## src/irp_pkg.sv

```systemverilog
// Package for the isotonic regression block: transaction structs and divider handshake.
// No dependencies.
`default_nettype none
package irp_pkg;
    localparam int unsigned SLOTS = 64;

    typedef struct packed {
        logic signed [31:0] sample_value;
        logic [15:0]        sample_weight;
        logic [5:0]         order_slot;
        logic               last_of_set;
    } sample_t;

    typedef struct packed {
        logic signed [31:0] fitted_value;
        logic [5:0]         element_index;
        logic               final_result;
    } result_t;

    typedef struct packed {
        logic               go;
        logic signed [53:0] num;
        logic [21:0]        den;
    } div_req_t;

    typedef struct packed {
        logic               done;
        logic signed [31:0] quo;
    } div_rsp_t;
endpackage
`default_nettype wire

```

## src/irp_divider.sv

```systemverilog
// Bit-serial signed-by-unsigned divider, truncating toward zero, one quotient bit per cycle.
// Depends on irp_pkg.
`default_nettype none
module irp_divider (
    input  wire logic            clk,
    input  wire logic            rst_n,
    input  wire irp_pkg::div_req_t req,
    output irp_pkg::div_rsp_t    rsp
);
    import irp_pkg::*;

    logic        run_reg, run_next;
    logic        done_reg, done_next;
    logic [5:0]  cnt_reg, cnt_next;
    logic [53:0] quo_reg, quo_next;
    logic [22:0] rem_reg, rem_next;
    logic [21:0] den_reg, den_next;
    logic        neg_reg, neg_next;
    logic [22:0] shifted;
    logic [53:0] quo_mag;

    assign shifted = {rem_reg[21:0], quo_reg[53]};
    assign quo_mag = neg_reg ? (~quo_reg + 54'd1) : quo_reg;

    always_comb
    begin
        run_next  = run_reg;
        done_next = 1'b0;
        cnt_next  = cnt_reg;
        quo_next  = quo_reg;
        rem_next  = rem_reg;
        den_next  = den_reg;
        neg_next  = neg_reg;
        if (req.go)
        begin
            run_next = 1'b1;
            cnt_next = 6'd0;
            neg_next = req.num[53];
            quo_next = req.num[53] ? (~req.num + 54'd1) : req.num;
            rem_next = 23'd0;
            den_next = req.den;
        end
        else if (run_reg)
        begin
            if (shifted >= {1'b0, den_reg})
            begin
                rem_next = shifted - {1'b0, den_reg};
                quo_next = {quo_reg[52:0], 1'b1};
            end
            else
            begin
                rem_next = shifted;
                quo_next = {quo_reg[52:0], 1'b0};
            end
            cnt_next = cnt_reg + 6'd1;
            if (cnt_reg == 6'd53)
            begin
                run_next  = 1'b0;
                done_next = 1'b1;
            end
        end
    end

    always_ff @(posedge clk or negedge rst_n)
    begin
        if (!rst_n)
        begin
            run_reg  <= 1'b0;
            done_reg <= 1'b0;
            cnt_reg  <= 6'd0;
        end
        else
        begin
            run_reg  <= run_next;
            done_reg <= done_next;
            cnt_reg  <= cnt_next;
        end
    end

    always_ff @(posedge clk)
    begin
        quo_reg <= quo_next;
        rem_reg <= rem_next;
        den_reg <= den_next;
        neg_reg <= neg_next;
    end

    assign rsp = {done_reg, quo_mag[31:0]};

    a_done_after_run: assert property (@(posedge clk) disable iff (!rst_n)
        done_reg |-> $past(run_reg)) else $error("divider done without run");
    a_no_overlap: assert property (@(posedge clk) disable iff (!rst_n)
        done_reg |-> !run_reg) else $error("divider still running at done");
    a_count_end: assert property (@(posedge clk) disable iff (!rst_n)
        (run_reg && !req.go && cnt_reg == 6'd53) |=> done_reg)
        else $error("divider missed its last step");
endmodule
`default_nettype wire

```

## config.mk

```make
export PLATFORM = sky130hd
export DESIGN_NAME = irp_divider
export DESIGN_NICKNAME = d
export VERILOG_FILES = /design/src/irp_pkg.sv /design/src/irp_divider.sv
export SDC_FILE = /design/constraint.sdc
export NUM_CORES = 1
export LEC_CHECK = 0
export ABC_AREA = 1
export CAP_MARGIN = 20
export CORE_MARGIN = 2
export CORE_UTILIZATION = 45
export DETAILED_ROUTE_END_ITERATION = 7
export DONT_BUFFER_PORTS = 1
export PLACE_DENSITY = 0.61
export SLEW_MARGIN = 10
export SYNTH_ARGS = -nofsm -noshare
export SYNTH_HDL_FRONTEND = slang
export SYNTH_SLANG_ARGS = --single-unit
```

## constraint.sdc

```tcl
create_clock -name clk -period 4 [get_ports clk]
set_input_delay 0.6 -clock clk [delete_from_list [all_inputs] [get_ports clk]]
set_output_delay 0.6 -clock clk [all_outputs]
set_load 0.1 [all_outputs]
```

==> results.md <==
- Final std cells w/o fill: 1,590
- Fin. max-slew vios: 0
- CP arrival: between 2 and 3 ns
- Post-Place Worst Slack: 1.14 ns
- Synthesized flop and latch total: 107
- First-pass DRT Iterations: 6
- Crit Path Category: flip-flop to primary output
- CORE AREA: 18,800 sq um
- Top cells by area, synth: edfxtp_1, nand2_1, inv_1, nand3_1, nor2_1
- Grt total ovfl: 0
- Vias: 8,080
- Area post-placement: a little over 9000 sq um
- Lkg Pwr: approximately 4.5 nW
- Area Growth Syn to Fin: 10.2%
- CP startpoint kind: flip-flop
- Total nets after synthesis: roughly 1,400
- Number of vias per cell: around 5
- Peak Freq: approximately 310 MHz
- Fraction of registers with async set/reset: 0.0748
- Clock Latency Late Sink: roughly 0.37 ns
- Tmin final: about 3.3 ns
- Seq/Total Area, Yosys: 0.340
- I/O pin total: 112
- Max FO, Critical Path: 4
- RSZ-0062 raised after global routing: false
- IO Port Bufs: 0
- Antenna Nets Post-Route: 0
- Tightest Pin Transition: 1.13 ns
- Routed len/inst: roughly 15 microns
- Final Hold Vio Count: 0
- Diodes inserted: 0
- Final period util: 0.814
- Post-synthesis cell count: roughly 1,300
- DRT iter0 DRCs: 439
- Initial core utilization: 0.462
- Vias in the first global route: 7,851
- Worst endpoint required time: 3.40 ns
- Rows: 50
- Cell taking the most area after synthesis: edfxtp_1
- Clock root buffer: clkbuf_16
- Post-route cell area: 9580 sq um
- Distinct cells, synth: between 40 and 50
- NumNets Final: between 1,000 and 1,500
- Primary FF master, synth: edfxtp_1
- CTS resizes: 0
- Post-placement cell count: approximately 1,600
- Mapped Avg Cell Area: roughly 6.6 sq um
- Max cap viols: 0
- Drt drc: 0
- P per Cell Area: between 400 and 500 nW/um^2
- TNS Setup: 0 ns
- First-pass GRT wire length: 39,200 microns
- Die X: 143 microns
- Cts bufs inserted: 9
- CTS tree: built
- Htree depth: 3
- Synth Warn #: 0
- Clock Tree Buf Depth: 2
- EDFF count, synth: 77
- Worst hold slack: approximately 0.32 ns
- Most frequent cells after synthesis: nand2_1, inv_1, nor2_1
- Status: finished clean
- Synth top area share: 0.266
- Number of flip-flops under the largest register name: 54
- Largest net degree at the start of global routing: 71
- Initial antenna violation count: 0
- Hold crit path type: primary input to flip-flop
- Die Ht: ~140 microns
- Final wirelength: 24,200 microns
- Final worst slack: ~0.74 ns
- Crit. End Element: primary output
- Final Skew: roughly 0.018 ns
- All-Layer GR Usage: 0.244
- Slew HR: 0.244
- Num Clock Sinks: about 110
- Hpwl dp: 18,400 microns
- Post-Syn Area: 8700 sq um
- Clk slew on worst S/H paths: 0.09 ns
- Final setup vio count: 0
- Top-count cell post-synth: nand2_1
- Maximum VDD drop: between 0.2 and 0.3 mV
- Share of cells above drive strength 1: 0.0872
- Die area: 20,500 sq um
- Routability-driven placement congestion ratio: 0.933
==> cells by family (layout without fill, tap and decap cells) <==
logic type | count (synthesis) | in the layout | synth area share
adder cells (fa/ha/maj) | 27 | 27 | 0.0397
AND/OR/NAND/NOR | 794 | 794 | 0.390
buffers and inverters | 214 | 230 | 0.0996
flip-flops | 107 | 107 | 0.340
AO/OA/AOI/OAI | 112 | 112 | 0.0711
XOR/XNOR | 60 | 60 | 0.0604
==> stage by stage <==
step	power, W	utilization
floorplan	0.00335	-
global placement	0.00377	0.492
detailed placement	0.00379	0.492
CTS	0.00476	0.509
global route	0.00506	0.509
finish	0.00472	0.509
==> critical path, cell delays in order, from the launching register on <==
cell and delay (ns):
edfxtp_1 0.42, inv_1 0.13, ha_1 0.24, nand3_1 0.17, nor2_1 0.22, nand2_1 0.12, o31ai_2 0.29, o21ai_0 0.22
xor2_2 0.16, buf_4 0.30
==> report_power, final <==
group	switching [W]	internal [W]	leakage [nW]
Combinational	0.00159	0.000682	3.30
Sequential	0.000124	0.00137	1.10
Clock	0.000461	0.000496	0.143
Total	0.00218	0.00255	4.55
==> what timing repair did <==
action | in CTS | in global routing
hold buffers | 1 | 0
endpoints found under the hold margin | 8 | 0
setup buffers | 0 | 0
setup endpoints to repair | 0 | 0
==> metal layers <==
layer | up-vias | track usage | wire (microns)
met5 | - | 0 | 0
met4 | 0 | 0.0698 | 502
met3 | 37 | 0.0614 | 1310
met2 | 165 | 0.427 | 12100
met1 | 3679 | 0.296 | 10300
li1 | 4199 | - | -
==> final cells by class <==
class	count	area, sq um
Inverter	179	673
Clock inverter	7	80.1
Tap cell	260	325
Timing Repair Buffer	35	265
Fill cell	1983	9250
Sequential cell	107	2950
Multi-Input combinational cell	993	5060
Clock buffer	9	225
==> path summary, 6_finish.rpt <==
check | startpoint | to | slack, ns | depth (start not counted)
min in group asynchronous | rst_n | cnt_reg[2] | 0.59 | 1
hold / removal | req[9] | den_reg[9] | 0.32 | 0
setup / recovery | quo_reg[1] | rsp[12] | 0.74 | 9
max in group asynchronous | rst_n | cnt_reg[5] | 3.13 | 1
setup reg to reg | den_reg[9] | quo_reg[0] | 1.53 | 12
hold reg to reg | rem_reg[14] | rem_reg[14] | 0.47 | 2
==> cells in the final DEF (no fill, tap or decap), types with 24 or more instances in the layout <==
cell        n
edfxtp_1   77
nand2_1   431
o21ai_0    49
buf_4      34
a21oi_1    24
inv_1     173
ha_1       26
nor2_1    153
xor2_1     29
nand3_1   124
No activity file was read; power rests on OpenSTA's default activity.
